--- config.mk ---
export PLATFORM = sky130hd
export DESIGN_NAME = crc24_line_framer
export DESIGN_NICKNAME = d
export VERILOG_FILES = /design/src/hdl/c24lf_pkg.sv /design/src/hdl/c24lf_crc_unit.sv /design/src/hdl/c24lf_cmd_expand.sv /design/src/hdl/crc24_line_framer.sv
export SDC_FILE = /design/constraint.sdc
export NUM_CORES = 1
export LEC_CHECK = 0
export ABC_AREA = 1
export BUFFER_PORTS_ARGS = -buffer_cell sky130_fd_sc_hd__buf_2
export CORE_ASPECT_RATIO = 1.2
export CORE_MARGIN = 2
export CORE_UTILIZATION = 30
export CTS_CLUSTER_DIAMETER = 200
export DETAILED_ROUTE_END_ITERATION = 10
export PLACE_DENSITY = 0.56
export SETUP_SLACK_MARGIN = 0.15
export SYNTH_ARGS = -nofsm -noshare
export SYNTH_HDL_FRONTEND = slang
export SYNTH_SLANG_ARGS = --single-unit
--- constraint.sdc ---
create_clock -name clk -period 4.2 [get_ports clk]
set_input_delay 0.84 -clock clk [delete_from_list [all_inputs] [get_ports clk]]
set_output_delay 0.84 -clock clk [all_outputs]
set_load 0.05 [all_outputs]
--- src/hdl/c24lf_pkg.sv ---
// c24lf_pkg: shared types and constants for the CRC-24 line framer.
// No dependencies; used by every module in hdl/.
package c24lf_pkg;

  localparam int unsigned QUEUE_BYTES = 6;
  localparam int unsigned QUEUE_W     = 8 * QUEUE_BYTES;

  localparam logic [23:0] CRC_START = 24'd11994318;
  localparam logic [23:0] CRC_POLY  = 24'h864CFB;

  // command codes
  localparam logic [1:0] CMD_BYTE = 2'd0;
  localparam logic [1:0] CMD_LEN  = 2'd1;
  localparam logic [1:0] CMD_HDR  = 2'd2;
  localparam logic [1:0] CMD_FIN  = 2'd3;

  // result kinds
  localparam logic [1:0] KIND_BYTE   = 2'd0;
  localparam logic [1:0] KIND_LSTART = 2'd1;
  localparam logic [1:0] KIND_LCRC   = 2'd2;
  localparam logic [1:0] KIND_BCRC   = 2'd3;

  // register indexes
  localparam logic CFG_MODE = 1'b0;
  localparam logic CFG_BPL  = 1'b1;

  localparam logic [7:0]  BPL_RESET = 8'd22;

  // expanded byte queue for one command, head byte in the top bits
  typedef struct packed {
    logic [QUEUE_W-1:0] bytes;
    logic [2:0]         count;
  } byte_queue_t;

endpackage

--- src/hdl/c24lf_crc_unit.sv ---
// c24lf_crc_unit: one CRC-24 byte update, MSB first.
// Depends on c24lf_pkg.
module c24lf_crc_unit
  import c24lf_pkg::*;
(
  input  logic [23:0] crc_in,
  input  logic [7:0]  data,
  output logic [23:0] crc_out
);

  always_comb begin
    logic [23:0] c;
    c = crc_in ^ {data, 16'h0000};
    for (int k = 0; k < 8; k++) begin
      c = c[23] ? ({c[22:0], 1'b0} ^ CRC_POLY) : {c[22:0], 1'b0};
    end
    crc_out = c;
  end

endmodule

--- src/hdl/c24lf_cmd_expand.sv ---
// c24lf_cmd_expand: turns a command into its byte queue (data byte, length or header; empty for finish).
// Depends on c24lf_pkg.
module c24lf_cmd_expand
  import c24lf_pkg::*;
(
  input  logic [1:0]  cmd,
  input  logic [7:0]  data_byte,
  input  logic [5:0]  tag,
  input  logic [31:0] length,
  output byte_queue_t queue
);

  logic [13:0] diff;
  logic [7:0]  first2;

  // two-byte new-style length: only used when 192 <= length <= 8383
  assign diff   = length[13:0] - 14'd192;
  assign first2 = 8'd192 + {2'b00, diff[13:8]};

  always_comb begin
    queue = '0;
    unique case (cmd)
      CMD_BYTE: begin
        queue.bytes = {data_byte, 40'h0};
        queue.count = 3'd1;
      end
      CMD_LEN: begin
        queue.bytes = {length[15:8], length[7:0], 32'h0};
        queue.count = 3'd2;
      end
      CMD_HDR: begin
        if (tag < 6'd16) begin
          if (length > 32'd65535) begin
            queue.bytes = {2'b10, tag[3:0], 2'd2, length, 8'h00};
            queue.count = 3'd5;
          end else if (length > 32'd255) begin
            queue.bytes = {2'b10, tag[3:0], 2'd1, length[15:0], 24'h0};
            queue.count = 3'd3;
          end else begin
            queue.bytes = {2'b10, tag[3:0], 2'd0, length[7:0], 32'h0};
            queue.count = 3'd2;
          end
        end else begin
          if (length > 32'd8383) begin
            queue.bytes = {2'b11, tag, 8'hFF, length};
            queue.count = 3'd6;
          end else if (length > 32'd191) begin
            queue.bytes = {2'b11, tag, first2, diff[7:0], 24'h0};
            queue.count = 3'd3;
          end else begin
            queue.bytes = {2'b11, tag, length[7:0], 32'h0};
            queue.count = 3'd2;
          end
        end
      end
      CMD_FIN: begin
        queue.count = 3'd0;
      end
      default: queue.count = 3'd0;
    endcase
  end

endmodule

--- src/hdl/crc24_line_framer.sv ---
// crc24_line_framer: top level, sequencer around a shared CRC-24 unit.
// Depends on c24lf_pkg, c24lf_crc_unit and c24lf_cmd_expand.
//
// Usage
//  - Input channel (in_valid/in_stall): one command item per handshake. The
//    block stalls while it works through an item; one item at a time.
//  - Output channel (out_valid/out_stall): one result item per handshake,
//    last marks the final result of a command. A single output register
//    holds the result; out_stall freezes the sequencer only when it needs
//    to emit, so CRC work carries on underneath a waiting result.
//  - Config channel (cfg_valid/cfg_ready): index 0 mode, index 1 bytes per
//    line. Always ready; write only while the block is idle.
//  - Sequence: per expanded byte a pass through the shared CRC unit for the
//    block CRC, then an emit state per result (line CRC, line start, byte),
//    the byte state reusing the unit for the line CRC. Finish emits the three
//    block CRC bytes raw, or the line CRC then the block CRC in line mode.
//    The next item is accepted in idle. For a byte command, S_BLK runs after
//    accept, then the emit state loads the first result into the output register.
//  - Reset (rst, synchronous): mode 1, 22 bytes per line, CRCs at the start
//    value, column and line count cleared, no output pending.
module crc24_line_framer
  import c24lf_pkg::*;
(
  input  logic        clk,
  input  logic        rst,
  // command channel
  input  logic        in_valid,
  output logic        in_stall,
  input  logic [1:0]  cmd,
  input  logic [7:0]  data_byte,
  input  logic [5:0]  tag,
  input  logic [31:0] length,
  // result channel
  output logic        out_valid,
  input  logic        out_stall,
  output logic [1:0]  kind,
  output logic [23:0] value,
  output logic [15:0] line_number,
  output logic        last,
  // config write channel
  input  logic        cfg_valid,
  output logic        cfg_ready,
  input  logic        cfg_index,
  input  logic [7:0]  cfg_data
);

  typedef enum logic [2:0] {
    S_IDLE,   // waiting for a command
    S_BLK,    // block CRC update for the head byte
    S_LCRC,   // close the open line
    S_LSTART, // open a new numbered line
    S_BYTE,   // emit head byte, line CRC update
    S_FRAW,   // raw finish: three CRC bytes
    S_FLCRC,  // line finish: line CRC
    S_FBCRC   // line finish: block CRC
  } state_t;

  state_t             state;
  logic               mode;
  logic [7:0]         bytes_per_line;
  logic [23:0]        block_crc;
  logic [23:0]        seg_crc;
  logic [7:0]         column;
  logic [15:0]        line_count;
  logic               line_open;
  logic [QUEUE_W-1:0] q_bytes;
  logic [2:0]         q_count;
  logic [1:0]         fin_idx;

  byte_queue_t        exp_queue;
  logic [7:0]         head;
  logic [23:0]        crc_in;
  logic [23:0]        crc_out;
  logic               out_free;
  logic               emit;
  logic [8:0]         col_p1;
  logic [8:0]         width;
  logic [15:0]        line_count_p1;

  c24lf_cmd_expand u_expand (
    .cmd       (cmd),
    .data_byte (data_byte),
    .tag       (tag),
    .length    (length),
    .queue     (exp_queue)
  );

  // one CRC unit, shared: block CRC in S_BLK, line CRC otherwise
  assign head   = q_bytes[QUEUE_W-1 -: 8];
  assign crc_in = (state == S_BLK) ? block_crc : seg_crc;

  c24lf_crc_unit u_crc (
    .crc_in  (crc_in),
    .data    (head),
    .crc_out (crc_out)
  );

  assign out_free      = !out_valid || !out_stall;
  // a result is loaded this cycle
  assign emit          = out_free && (state == S_LCRC || state == S_LSTART ||
                                      state == S_BYTE || state == S_FRAW ||
                                      state == S_FLCRC || state == S_FBCRC);
  assign in_stall      = (state != S_IDLE);
  assign cfg_ready     = 1'b1;
  assign col_p1        = {1'b0, column} + 9'd1;
  assign width         = (bytes_per_line == 8'd0) ? 9'd256 : {1'b0, bytes_per_line};
  assign line_count_p1 = line_count + 16'd1;

  always_ff @(posedge clk) begin
    if (rst) begin
      state          <= S_IDLE;
      mode           <= 1'b1;
      bytes_per_line <= BPL_RESET;
      block_crc      <= CRC_START;
      seg_crc        <= CRC_START;
      column         <= 8'd0;
      line_count     <= 16'd0;
      line_open      <= 1'b0;
      q_count        <= 3'd0;
      fin_idx        <= 2'd0;
      out_valid      <= 1'b0;
    end else begin
      if (cfg_valid && cfg_ready) begin
        unique case (cfg_index)
          CFG_MODE: mode <= cfg_data[0];
          CFG_BPL:  bytes_per_line <= cfg_data;
          default:  ;
        endcase
      end

      // new result loaded, or a stalled one held
      out_valid <= emit || (out_valid && out_stall);

      unique case (state)
        S_IDLE: begin
          if (in_valid) begin
            q_bytes <= exp_queue.bytes;
            q_count <= exp_queue.count;
            fin_idx <= 2'd0;
            if (cmd == CMD_FIN) state <= mode ? S_FLCRC : S_FRAW;
            else                state <= S_BLK;
          end
        end
        S_BLK: begin
          block_crc <= crc_out;
          if (!mode)            state <= S_BYTE;
          else if (column != 8'd0) state <= S_BYTE;
          else if (line_open)   state <= S_LCRC;
          else                  state <= S_LSTART;
        end
        S_LCRC: begin
          if (out_free) begin
            kind        <= KIND_LCRC;
            value       <= seg_crc;
            line_number <= 16'd0;
            last        <= 1'b0;
            seg_crc     <= CRC_START;
            state       <= S_LSTART;
          end
        end
        S_LSTART: begin
          if (out_free) begin
            kind        <= KIND_LSTART;
            value       <= 24'd0;
            line_number <= line_count_p1;
            last        <= 1'b0;
            line_count  <= line_count_p1;
            line_open   <= 1'b1;
            state       <= S_BYTE;
          end
        end
        S_BYTE: begin
          if (out_free) begin
            kind        <= KIND_BYTE;
            value       <= {16'd0, head};
            line_number <= 16'd0;
            last        <= (q_count == 3'd1);
            if (mode) begin
              seg_crc <= crc_out;
              column  <= (col_p1 >= width) ? 8'd0 : col_p1[7:0];
            end
            q_bytes <= {q_bytes[QUEUE_W-9:0], 8'h00};
            q_count <= q_count - 3'd1;
            state   <= (q_count == 3'd1) ? S_IDLE : S_BLK;
          end
        end
        S_FRAW: begin
          if (out_free) begin
            kind        <= KIND_BYTE;
            line_number <= 16'd0;
            last        <= (fin_idx == 2'd2);
            unique case (fin_idx)
              2'd0:    value <= {16'd0, block_crc[23:16]};
              2'd1:    value <= {16'd0, block_crc[15:8]};
              default: value <= {16'd0, block_crc[7:0]};
            endcase
            fin_idx <= fin_idx + 2'd1;
            if (fin_idx == 2'd2) begin
              block_crc  <= CRC_START;
              seg_crc    <= CRC_START;
              column     <= 8'd0;
              line_count <= 16'd0;
              line_open  <= 1'b0;
              state      <= S_IDLE;
            end
          end
        end
        S_FLCRC: begin
          if (out_free) begin
            kind        <= KIND_LCRC;
            value       <= seg_crc;
            line_number <= 16'd0;
            last        <= 1'b0;
            state       <= S_FBCRC;
          end
        end
        S_FBCRC: begin
          if (out_free) begin
            kind        <= KIND_BCRC;
            value       <= block_crc;
            line_number <= line_count_p1;
            last        <= 1'b1;
            block_crc   <= CRC_START;
            seg_crc     <= CRC_START;
            column      <= 8'd0;
            line_count  <= 16'd0;
            line_open   <= 1'b0;
            state       <= S_IDLE;
          end
        end
        default: state <= S_IDLE;
      endcase
    end
  end

  // byte states always have a byte queued
  a_queue_nonempty: assert property (@(posedge clk) disable iff (rst)
    (state == S_BLK || state == S_LCRC || state == S_LSTART || state == S_BYTE)
      |-> (q_count != 3'd0 && q_count <= 3'd6))
    else $error("byte state with empty or oversized queue");

  // a new result only appears while an item is being worked on
  a_result_source: assert property (@(posedge clk) disable iff (rst)
    $rose(out_valid) |-> $past(state != S_IDLE && state != S_BLK))
    else $error("result raised outside an emit state");

  // a line start always brings the line-open flag with it
  a_line_open: assert property (@(posedge clk) disable iff (rst)
    (out_valid && kind == KIND_LSTART) |-> line_open)
    else $error("line start without open line");

  // back in idle, the last item delivered or pending carries last
  a_idle_last: assert property (@(posedge clk) disable iff (rst)
    (state == S_IDLE && $past(state != S_IDLE) && !$past(rst)) |-> (out_valid && last))
    else $error("item ended without a last result");

endmodule
==> impl_metrics.env <==
export IMPL_status="finished, final reports clean"
export IMPL_p_sw_share_pct=48.0
export IMPL_hpwl_um=23400
export IMPL_cp_arrival_ps=3530
export IMPL_finalCritPeriodShare_pct=76.5
export IMPL_area_delta_synth_final_pct=15.8
export IMPL_post_cts_setup_buffer_count=0
export IMPL_worstSkewPairLatency_ps=440
export IMPL_synth_fp_nets=1355
export IMPL_vias=9359
export IMPL_yosysSeqAreaShare_pct=44.0
export IMPL_total_power_mw=9.18
export IMPL_cts_hold_buf=0
export IMPL_drtIter0Drc=797
export IMPL_grt_max_degree=53
export IMPL_grt_setup_unrepaired="false"
export IMPL_row_count=74
export IMPL_async_reset_ff_share_pct=0
export IMPL_crit_path_frequent_cell="nor2_1"
export IMPL_clock_skew_ps=10.9
export IMPL_clk_pin_slew_ps=70
export IMPL_slowest_stage="dfxtp_1"
export IMPL_io_pins=108
export IMPL_comb_power_share_pct=53.5
export IMPL_ys_flop_type="edfxtp_1"
export IMPL_power_frac_clock_pct=17.7
export IMPL_synth_area_per_cell_um2=8.12
export IMPL_cp_max_fo=18
export IMPL_clock_path_buffers=2
export IMPL_synth_seq_cells=182
export IMPL_drive_gt1_share_pct=15.1
export IMPL_num_antenna_cells=0
export IMPL_internal_power_mw=4.77
export IMPL_max_stage_delay_ps=660
export IMPL_synth_area_leaders="edfxtp_1, dfxtp_1, nand2_1, inv_1, o21ai_0"
export IMPL_firstDrtPassIters=6
export IMPL_numCtsBuffers=17
export IMPL_viasPerCell=5.10
export IMPL_postRouteAntennaNets=0
export IMPL_p_leak_nw=4.79
export IMPL_seqPwrFrac_pct=28.8
export IMPL_grt_first_pass_wirelength_um=49800
export IMPL_start_kind="flop"
export IMPL_die_w_um=174
export IMPL_finalHoldViolCount=0
export IMPL_root_buffer="clkbuf_16"
export IMPL_maxSlewViolCount=0
export IMPL_hp_class="reg2reg"
export IMPL_fin_util_pct=35.3
export IMPL_core_area_um2=34000
export IMPL_power_density_nw_per_um2=767
export IMPL_ir_worst_vdd_mv=0.298
export IMPL_tns_ps=0
export IMPL_dpl_instance_area_um2=11400
export IMPL_finalSetupViolCount=0
export IMPL_synth_top_area_cell="edfxtp_1"
export IMPL_synth_area_um2=10300
export IMPL_nets=1448
export IMPL_maxSlewHeadroom_pct=41.4
export IMPL_ys_types=52
export IMPL_grt_ovfl_total=0
export IMPL_cts_num_sinks=182
export IMPL_grt_use_total_pct=17.6
export IMPL_start_util_pct=30.5
export IMPL_gp_congestion=0.918
export IMPL_layout_min_cycle_time_ps=3210
export IMPL_tightest_slew_ps=878
export IMPL_worstSetupPathType="reg2reg"
export IMPL_fmax_mhz=311
export IMPL_cp_data_required_time_ps=4510
export IMPL_cp_end_kind="flop"
export IMPL_dieArea_um2=36000
export IMPL_port_buffers=106
export IMPL_cap_violations=0
export IMPL_synth_edf_count=91
export IMPL_path_cells="nand2_1, nor2_2, buf_4, inv_2, nor2_1, nor2_1, inv_1, a21oi_1, clkinv_1, nor2_1, buf_4, inv_1, a2bb2oi_1, nor2_1"
export IMPL_postLayoutCellArea_um2=12000
export IMPL_drt_total_wl_um=32200
export IMPL_cts_max_level=4
export IMPL_yosysTopAreaCellShare_pct=26.4
export IMPL_die_height_um=207
export IMPL_post_synth_top_count_cell="nand2_1"
export IMPL_grt_antenna_before_repair=0
export IMPL_synthTopCellsByCount="nand2_1, inv_1, dfxtp_1, edfxtp_1, o21ai_0"
export IMPL_wl_per_cell_um=17.6
export IMPL_p_switching_mw=4.41
export IMPL_yosys_warnings=0
export IMPL_cts_resized=0
export IMPL_drc=0
export IMPL_synthCells=1274
export IMPL_grt_pass1_vias=8985
export IMPL_tritoncts="yes"
==> path summary, 6_finish.rpt <==
path | from | end | depth (start not counted) | slack [ps]
max reg2reg | state[0]$_SDFFE_PP0P_ | line_count[14]$_SDFFE_PP0P_ | 14 | 990
max | state[0]$_SDFFE_PP0P_ | line_count[14]$_SDFFE_PP0P_ | 14 | 990
min reg2reg | block_crc[12]$_SDFFE_PP0P_ | block_crc[12]$_SDFFE_PP0P_ | 2 | 460
min | block_crc[12]$_SDFFE_PP0P_ | block_crc[12]$_SDFFE_PP0P_ | 2 | 460
==> cells by family (layout without fill, tap and decap cells) <==
| family | after synthesis | in the layout | synth area share [%] |
|---|---|---|---|
| other cells | 1 | 1 | 0.0362 |
| buf+inv | 211 | 317 | 8.06 |
| mux | 2 | 2 | 0.193 |
| simple gates | 490 | 490 | 21.3 |
| compound gates | 303 | 303 | 17.8 |
| fa+ha+maj | 19 | 19 | 2.30 |
| flops | 182 | 182 | 44.0 |
| xor+xnor | 66 | 66 | 6.35 |
==> layout by cell type, fill, tap and decap left out, drive strengths merged, types with 6 or more instances in the layout <==
cell | synthesis | routed
nand4 | 7 | 7
o22ai | 32 | 32
nand3 | 84 | 84
inv | 153 | 160
nor3 | 24 | 24
ha | 19 | 19
xnor2 | 12 | 12
o211ai | 33 | 33
xor2 | 54 | 54
clkinv | 4 | 8
nand3b | 6 | 6
dfxtp | 91 | 91
o2111ai | 9 | 9
edfxtp | 91 | 91
nor2 | 78 | 78
a32oi | 6 | 6
nand2 | 283 | 283
clkbuf | 39 | 19
a22oi | 14 | 14
buf | 15 | 128
a31oi | 7 | 7
o21ai | 97 | 97
a21oi | 86 | 86
==> state kept, by name (all words and copies together), names as in the netlist, 8 cells and up <==
name,count
line_number,16
q_bytes,48
value,24
bytes_per_line,8
block_crc,24
seg_crc,24
column,8
line_count,16
==> worst max-delay path: cells and delay by family (launching register included) <==
| family | cells | cell delay [ps] |
|---|---|---|
| buffers and inverters | 6 | 1090 |
| AOI/OAI and AO/OA | 2 | 260 |
| DFF | 1 | 660 |
| and+or+nand+nor | 6 | 1070 |
==> cell type report <==
cell class	instances	area [µm²]
multi-input cells	881	4980
repair buffers	128	696
clock inverters	13	134
clock buffers	19	454
well taps	456	571
inverters	157	589
fillers	3544	22000
flip-flops and latches	182	4550
==> power groups by stage <==
stage	registers [mW]	logic [mW]	clock network, mW
final	2.64	4.91	1.63
after global routing	2.69	5.37	1.73
after detailed placement	2.68	4.89	0
after CTS	2.64	4.91	1.67
after floorplan	2.98	3.37	0
after global placement	2.67	4.86	0
==> metal layers <==
metal | GRT usage, % | up-vias | wire length [µm]
met4 | 6.52 | 0 | 734
met3 | 2.77 | 52 | 1820
li1 | - | 4542 | -
met1 | 22.9 | 4420 | 14300
met5 | 0 | - | 0
met2 | 29.4 | 345 | 15400
==> through the flow <==
stage	hold slack [ps]	setup WS, ps	cells
after floorplan	440	386	1274
after global placement	451	1020	1804
after detailed placement	458	981	1804
after CTS	469	1010	1836
after global routing	483	685	1836
final	465	988	1836
No activity file was read; power rests on OpenSTA's default activity.
